$ cat config.mk
export PLATFORM = sky130hd
export DESIGN_NAME = pcx_rle_line_encoder_core_flat
export DESIGN_NICKNAME = d
export VERILOG_FILES = /design/src/sv/pcxrle_pkg.sv /design/src/sv/pcxrle_if.sv /design/src/sv/pcxrle_run.sv /design/src/sv/pcxrle_burst.sv /design/src/sv/pcx_rle_line_encoder_core.sv /design/src/flat_wrapper.sv
export SDC_FILE = /design/constraint.sdc
export NUM_CORES = 1
export LEC_CHECK = 0
export ABC_AREA = 1
export BUFFER_PORTS_ARGS = -buffer_cell sky130_fd_sc_hd__buf_2
export CAP_MARGIN = 20
export CORE_ASPECT_RATIO = 2
export CORE_MARGIN = 1
export CORE_UTILIZATION = 55
export CTS_CLUSTER_SIZE = 28
export DETAILED_ROUTE_END_ITERATION = 16
export HOLD_SLACK_MARGIN = 0.15
export PLACE_DENSITY = 0.81
export RECOVER_POWER = 50
export SLEW_MARGIN = 25
export SYNTH_ARGS = -nofsm -noshare
export SYNTH_HDL_FRONTEND = slang
export SYNTH_SLANG_ARGS = --single-unit
$ cat constraint.sdc
create_clock -name clk_i -period 6 [get_ports clk_i]
set_input_delay 0 -clock clk_i [delete_from_list [all_inputs] [get_ports clk_i]]
set_output_delay 0 -clock clk_i [all_outputs]
set_load 0.05 [all_outputs]
$ cat src/sv/pcxrle_pkg.sv
// Package for the PCX run-length line encoder.
// Holds run limits, the code marker and the burst record shared by the RTL modules.
`default_nettype none

package pcxrle_pkg;

  localparam int unsigned MAX_RUN   = 63;
  localparam int unsigned RUN_W     = 6;
  localparam int unsigned MAX_BURST = 5;
  localparam int unsigned BURST_W   = 3;

  localparam logic [7:0] CODE_MARK = 8'hC0;

  typedef struct packed {
    logic [MAX_BURST-1:0][7:0] bytes;
    logic [BURST_W-1:0]        count;
    logic                      line_end;
  } burst_t;

  typedef struct packed {
    logic [1:0] len;
    logic [7:0] b0;
    logic [7:0] b1;
  } run_code_t;

endpackage

`default_nettype wire

$ cat src/sv/pcxrle_if.sv
// Valid/ready channels of the PCX line encoder: scan-line bytes in, encoded bytes out.
// No dependencies.
`default_nettype none

interface pcxrle_in_if;
  logic       valid;
  logic       ready;
  logic [7:0] pixel_byte;
  logic       end_of_line;

  modport source (output valid, output pixel_byte, output end_of_line, input ready);
  modport sink   (input valid, input pixel_byte, input end_of_line, output ready);
endinterface

interface pcxrle_out_if;
  logic       valid;
  logic       ready;
  logic [7:0] out_byte;
  logic       line_done;
  logic       last_of_burst;

  modport source (output valid, output out_byte, output line_done, output last_of_burst,
                  input ready);
  modport sink   (input valid, input out_byte, input line_done, input last_of_burst,
                  output ready);
endinterface

`default_nettype wire

$ cat src/sv/pcxrle_run.sv
// Run tracker: holds the open run and line parity, builds the code burst for one beat.
// Depends on pcxrle_pkg.
`default_nettype none

module pcxrle_run (
  input  wire                   clk_i,
  input  wire                   rst_ni,
  input  wire                   accept_i,
  input  wire  [7:0]            pixel_byte_i,
  input  wire                   end_of_line_i,
  output pcxrle_pkg::burst_t    burst_o
);
  import pcxrle_pkg::*;

  logic [7:0]       run_value_q, run_value_d;
  logic [RUN_W-1:0] run_length_q, run_length_d;
  logic             odd_count_q, odd_count_d;
  logic             in_line_q, in_line_d;

  run_code_t        brk_code, eol_code;
  logic             brk_emit;
  logic [7:0]       brk_value;
  logic [RUN_W-1:0] brk_length;
  logic [RUN_W-1:0] grown;

  function automatic run_code_t run_code(input logic [7:0] value,
                                         input logic [RUN_W-1:0] count);
    run_code_t c;
    c.b0  = CODE_MARK | {2'b00, count};
    c.b1  = value;
    c.len = 2'd2;
    if (count == '0) begin
      c.len = 2'd0;
    end else if (count == RUN_W'(1) && (value & CODE_MARK) != CODE_MARK) begin
      c.len = 2'd1;
      c.b0  = value;
    end
    return c;
  endfunction

  always_comb begin
    run_value_d  = run_value_q;
    run_length_d = run_length_q;
    odd_count_d  = odd_count_q;
    in_line_d    = in_line_q;
    brk_emit     = 1'b0;
    brk_value    = run_value_q;
    brk_length   = run_length_q;
    grown        = run_length_q + RUN_W'(1);

    if (!in_line_q) begin
      in_line_d    = 1'b1;
      odd_count_d  = 1'b1;
      run_value_d  = pixel_byte_i;
      run_length_d = RUN_W'(1);
    end else begin
      odd_count_d = ~odd_count_q;
      priority if (run_length_q == '0) begin
        run_value_d  = pixel_byte_i;
        run_length_d = RUN_W'(1);
      end else if (pixel_byte_i == run_value_q) begin
        run_length_d = grown;
        if (grown >= RUN_W'(MAX_RUN)) begin
          brk_emit     = 1'b1;
          brk_length   = grown;
          run_length_d = '0;
        end
      end else begin
        brk_emit     = 1'b1;
        run_value_d  = pixel_byte_i;
        run_length_d = RUN_W'(1);
      end
    end

    brk_code = run_code(brk_value, brk_emit ? brk_length : '0);
    eol_code = run_code(run_value_d, end_of_line_i ? run_length_d : '0);

    if (end_of_line_i) begin
      run_length_d = '0;
      odd_count_d  = 1'b0;
      in_line_d    = 1'b0;
    end
  end

  always_comb begin
    logic [BURST_W-1:0] pos;
    pos             = '0;
    burst_o.bytes   = '0;
    if (brk_code.len != 2'd0) begin
      burst_o.bytes[pos] = brk_code.b0;
      pos = pos + BURST_W'(1);
    end
    if (brk_code.len == 2'd2) begin
      burst_o.bytes[pos] = brk_code.b1;
      pos = pos + BURST_W'(1);
    end
    if (eol_code.len != 2'd0) begin
      burst_o.bytes[pos] = eol_code.b0;
      pos = pos + BURST_W'(1);
    end
    if (eol_code.len == 2'd2) begin
      burst_o.bytes[pos] = eol_code.b1;
      pos = pos + BURST_W'(1);
    end
    if (end_of_line_i && in_line_d == 1'b0 && (in_line_q ? ~odd_count_q : 1'b1)) begin
      burst_o.bytes[pos] = 8'h00;
      pos = pos + BURST_W'(1);
    end
    burst_o.count    = pos;
    burst_o.line_end = end_of_line_i;
  end

  always_ff @(posedge clk_i or negedge rst_ni) begin
    if (!rst_ni) begin
      run_value_q  <= '0;
      run_length_q <= '0;
      odd_count_q  <= 1'b0;
      in_line_q    <= 1'b0;
    end else if (accept_i) begin
      run_value_q  <= run_value_d;
      run_length_q <= run_length_d;
      odd_count_q  <= odd_count_d;
      in_line_q    <= in_line_d;
    end
  end

endmodule

`default_nettype wire

$ cat src/sv/pcxrle_burst.sv
// Burst buffer: holds the encoded bytes of one beat and sends them one per cycle while the output is ready.
// Depends on pcxrle_pkg and pcxrle_out_if.
`default_nettype none

module pcxrle_burst (
  input  wire                 clk_i,
  input  wire                 rst_ni,
  input  wire                 load_i,
  input  pcxrle_pkg::burst_t  burst_i,
  output logic                free_o,
  pcxrle_out_if.source        out_o
);
  import pcxrle_pkg::*;

  logic [MAX_BURST-1:0][7:0] bytes_q;
  logic [BURST_W-1:0]        count_q;
  logic [BURST_W-1:0]        idx_q;
  logic                      line_end_q;
  logic                      last;
  logic                      fire;

  assign last   = (idx_q == count_q - BURST_W'(1));
  assign fire   = out_o.valid && out_o.ready;
  assign free_o = (count_q == '0) || (fire && last);

  assign out_o.valid         = (count_q != '0);
  assign out_o.out_byte      = bytes_q[idx_q];
  assign out_o.last_of_burst = last;
  assign out_o.line_done     = last && line_end_q;

  always_ff @(posedge clk_i or negedge rst_ni) begin
    if (!rst_ni) begin
      count_q <= '0;
      idx_q   <= '0;
    end else if (load_i) begin
      count_q <= burst_i.count;
      idx_q   <= '0;
    end else if (fire) begin
      if (last) begin
        count_q <= '0;
        idx_q   <= '0;
      end else begin
        idx_q <= idx_q + BURST_W'(1);
      end
    end
  end

  always_ff @(posedge clk_i) begin
    if (load_i) begin
      bytes_q    <= burst_i.bytes;
      line_end_q <= burst_i.line_end;
    end
  end

endmodule

`default_nettype wire

$ cat src/sv/pcx_rle_line_encoder_core.sv
// Top level of the PCX run-length line encoder.
// Depends on pcxrle_pkg, pcxrle_if, pcxrle_run and pcxrle_burst.
//
//   channel  dir  payload                                  beat
//   in_i     in   pixel_byte, end_of_line                  one scan-line byte
//   out_o    out  out_byte, line_done, last_of_burst       one encoded byte
//
// A byte enters when the buffer is free; its codes (zero to five) leave one per
// cycle from the burst buffer while the output is ready; the single output port
// sets how long a beat holds the input. A beat with no codes does not hold it.
// Reset clears the run, parity and line state and empties the buffer.
// A stalled output holds the buffer; input is taken as its last code leaves.
`default_nettype none

module pcx_rle_line_encoder_core (
  input  wire          clk_i,
  input  wire          rst_ni,
  pcxrle_in_if.sink    in_i,
  pcxrle_out_if.source out_o
);
  import pcxrle_pkg::*;

  burst_t burst;
  logic   free;
  logic   accept;

  assign in_i.ready = free;
  assign accept     = in_i.valid && free;

  pcxrle_run u_run (
    .clk_i         (clk_i),
    .rst_ni        (rst_ni),
    .accept_i      (accept),
    .pixel_byte_i  (in_i.pixel_byte),
    .end_of_line_i (in_i.end_of_line),
    .burst_o       (burst)
  );

  pcxrle_burst u_burst (
    .clk_i   (clk_i),
    .rst_ni  (rst_ni),
    .load_i  (accept),
    .burst_i (burst),
    .free_o  (free),
    .out_o   (out_o)
  );

endmodule

`default_nettype wire

$ cat src/flat_wrapper.sv
// flat-port wrapper written by rule: the top's interface ports become plain ports
module pcx_rle_line_encoder_core_flat import pcxrle_pkg::*;
  (clk_i, rst_ni, in_i_valid, in_i_pixel_byte, in_i_end_of_line, in_i_ready, out_o_valid, out_o_out_byte, out_o_line_done, out_o_last_of_burst, out_o_ready);
  pcxrle_in_if in_i_i ();
  pcxrle_out_if out_o_i ();
  input  wire clk_i;
  input  wire rst_ni;
  input wire logic [$bits(in_i_i.valid)-1:0] in_i_valid;
  input wire logic [$bits(in_i_i.pixel_byte)-1:0] in_i_pixel_byte;
  input wire logic [$bits(in_i_i.end_of_line)-1:0] in_i_end_of_line;
  output wire logic [$bits(in_i_i.ready)-1:0] in_i_ready;
  output wire logic [$bits(out_o_i.valid)-1:0] out_o_valid;
  output wire logic [$bits(out_o_i.out_byte)-1:0] out_o_out_byte;
  output wire logic [$bits(out_o_i.line_done)-1:0] out_o_line_done;
  output wire logic [$bits(out_o_i.last_of_burst)-1:0] out_o_last_of_burst;
  input wire logic [$bits(out_o_i.ready)-1:0] out_o_ready;
  assign in_i_i.valid = in_i_valid;
  assign in_i_i.pixel_byte = in_i_pixel_byte;
  assign in_i_i.end_of_line = in_i_end_of_line;
  assign in_i_ready = in_i_i.ready;
  assign out_o_valid = out_o_i.valid;
  assign out_o_out_byte = out_o_i.out_byte;
  assign out_o_line_done = out_o_i.line_done;
  assign out_o_last_of_burst = out_o_i.last_of_burst;
  assign out_o_i.ready = out_o_ready;
  pcx_rle_line_encoder_core u_core (.clk_i(clk_i), .rst_ni(rst_ni), .in_i(in_i_i), .out_o(out_o_i));
endmodule
==> impl_metrics.ini <==
[detailed_routing]
first_pass_iters = 6
ant_nets = 0
drtIter0Drc = 277
drcViolationCount = 0
wl_mm = 11.59
wl_per_cell_um = 17.80
via_count = 3830
viasPerCell = 5.883

[synthesis]
async_reset_ff_share_pct = 34.92
synth-main-ff-cell = edfxtp_1
synth_edf_count = 41
synth_cell_types = 40
ys_seq_elements = 63
synthCells = 513
yosysWarnings = 0
syn_area_per_cell_um2 = 8.168
syn-cell-area_um2 = 4190
yosysSeqAreaShare_pct = 42.52

[worst_setup_path]
timing.rr.end = u_core.u_burst.count_q[1]
cp.required_ns = 6.22
crit_top_cell = nand2_1
start_kind = flip-flop
cpMaxStageDelayCell = nand3_1
critPathMaxStageDelay_ns = 0.50
r2r_cells = 21
rr_startpoint = u_core.u_run.run_length_q[0]
worstPathMaxFanout = 16
path_class = reg2reg
endpoint_kind = flip-flop
cp.arrival_ns = 4.35
crit_chain = inv_1 -> ha_1 -> nand4_1 -> nand2_1 -> inv_1 -> nand3_1 -> nor2_1 -> nand3_2 -> nand2_1 -> nor2_1 -> nand3_1 -> nand2_1 -> inv_2 -> nand2_1 -> nand2_1 -> inv_1 -> ha_1 -> nor2_1 -> nor2_1 -> nand2_1 -> nand2_1
r2r_slack_ns = 1.87

[sta]
finalSetupViolCount = 0
skew_ns = 0.006427
fin_crit_ns = 4.130
tightest_slew_ns = 1.316
drv_slew = 0
setup_tns_ns = 0
period_share_pct = 68.83
slew_headroom_pct = 12.24
grt_setup_unrepaired = no
whs_ns = 0.4878
hold_viol = 0
fmax_ghz = 0.2421

[power]
p_leak_nw = 2.055
peakVddDrop_mv = 0.2990
p_per_area_nw_per_um2 = 475.2

[clock_tree]
clock_sinks = 63
clk_latency_ns = 0.33
clk_pin_slew_ns = 0.05
cts_inserted_buffers = 9
postCtsSetupBuffers = 0
cts-root-buf = clkbuf_16
cts_buffer_depth = 2
cts_max_level = 3
cts.repair.resized = 0
cts_tree = yes
holdBufCountCts = 13

[floorplanning]
dieHeight_um = 125.4
fp.dieW_um = 63.72
core_um2 = 7322
io_pins = 25
start_util_pct = 57.23
rows = 44
dieArea_um2 = 7993

[place]
placed_area_um2 = 4373
port_buffers = 24
dp_hpwl_mm = 8.657
gp_congestion = 1.014

[cells_and_area]
fin_nets = 575
finalCoreUtilization_pct = 64.54
final_cell_mix = nand2_1 (146), inv_1 (44), o21ai_0 (41), edfxtp_1 (41), nor2_1 (38)
layout_commonest_cell = nand2_1
final_cell_area_um2 = 4726
drive_above_1_share_pct = 15.38
syn_to_final_growth_pct = 12.78
num_antenna_cells = 0

[global_routing]
grt_overflow = 0
grt_antenna_before_repair = 0
grt_pass1_wl_mm = 18.57
track_usage_pct = 31.14
grt_max_degree = 50
grt_pass1_vias = 3918

[job]
maxCapViolations = 0

[status]
status = complete, no violations

[hold_path]
hold_path.class = in2async
## worst max-delay path, delay by kind of cell (launching register included)
kind	cells	cell delay [ns]
adders and majority gates	2	0.48
and+or+nand+nor	15	2.53
DFF	1	0.44
buffers and inverters	4	0.56
## how the worst max path moves through the flow
| stage | slack (ns) | end | from |
|---|---|---|---|
| 6_report | 1.87 | u_core.u_burst.count_q[1] | u_core.u_run.run_length_q[0] |
| 5_1_grt | 1.68 | u_core.u_burst.count_q[1] | u_core.u_run.run_length_q[0] |
| 4_1_cts | 2.31 | u_core.u_burst.count_q[1] | u_core.u_run.run_length_q[0] |
| 3_5_place_dp | 2.33 | u_core.u_burst.count_q[1] | u_core.u_run.run_length_q[0] |
| 3_3_place_gp | 2.36 | u_core.u_burst.count_q[1] | u_core.u_run.run_length_q[0] |
| 2_1_floorplan | 2.22 | u_core.u_burst.count_q[0] | u_core.u_burst.count_q[0] |
## cell type report
| type | instances | area [um2] |
|---|---|---|
| fill | 655 | 2596 |
| clock inverter | 4 | 21.27 |
| clock buffer | 12 | 256.5 |
| inverter | 60 | 230.2 |
| timing repair buffer | 38 | 240.2 |
| sequential | 63 | 1782 |
| multi-input combinational | 382 | 2081 |
| tap | 92 | 115.1 |
## registers in the layout (all words and copies together), names as in the netlist
register,cells
u_core.u_burst.bytes_q,40
u_core.u_burst.count_q,3
u_core.u_burst.idx_q,3
u_core.u_burst.line_end_q,1
u_core.u_run.brk_value,8
u_core.u_run.in_line_q,1
u_core.u_run.odd_count_q,1
u_core.u_run.run_length_q,6
## synthesized netlist by cell type (all sizes together) (3+ instances only)
master / n / area share, %
a21oi: 32 / 4.5
a221o: 8 / 1.9
buf: 8 / 1.4
clkbuf: 7 / 0.63
clkinv: 3 / 0.27
dfrtp: 22 / 13
edfxtp: 41 / 29
ha: 8 / 2.4
inv: 57 / 5.2
nand2: 161 / 16
nand3: 32 / 5.8
nand4: 12 / 1.8
nor2: 48 / 6.5
nor3: 9 / 1.1
o21a: 3 / 0.54
o21ai: 46 / 5.7
xnor2: 6 / 1.4
## through the flow
stage / setup WS [ns] / total power, W / cells
detailed placement: 2.334 / 0.001752 / 622
global placement: 2.357 / 0.001719 / 622
global route: 1.677 / 0.002368 / 651
floorplan: 2.222 / 0.001517 / 520
CTS: 2.309 / 0.002261 / 651
finish: 1.870 / 0.002246 / 651
## metal layers
metal | vias up | routed length, um | global-route usage (%)
li1 | 1793 | - | -
met1 | 1789 | 3729 | 27.39
met2 | 167 | 6182 | 55.57
met3 | 81 | 530 | 5.839
met4 | 0 | 1142 | 30.75
met5 | - | 0 | 0
## kinds of logic after synthesis
| family | share of synthesized area [%] |
|---|---|
| AOI/OAI and AO/OA | 14.12 |
| DFF | 42.52 |
| buffers and inverters | 7.554 |
| adders and majority gates | 2.389 |
| xor gates and xnor gates | 1.642 |
| and+or+nand+nor | 31.68 |
| other | 0.08949 |
## power breakdown
group          switching [W]  internal, W
Combinational       0.000747     0.000268
Clock               0.000186     0.000299
Sequential          0.000115     0.000630
No activity file was read; power rests on OpenSTA's default activity.
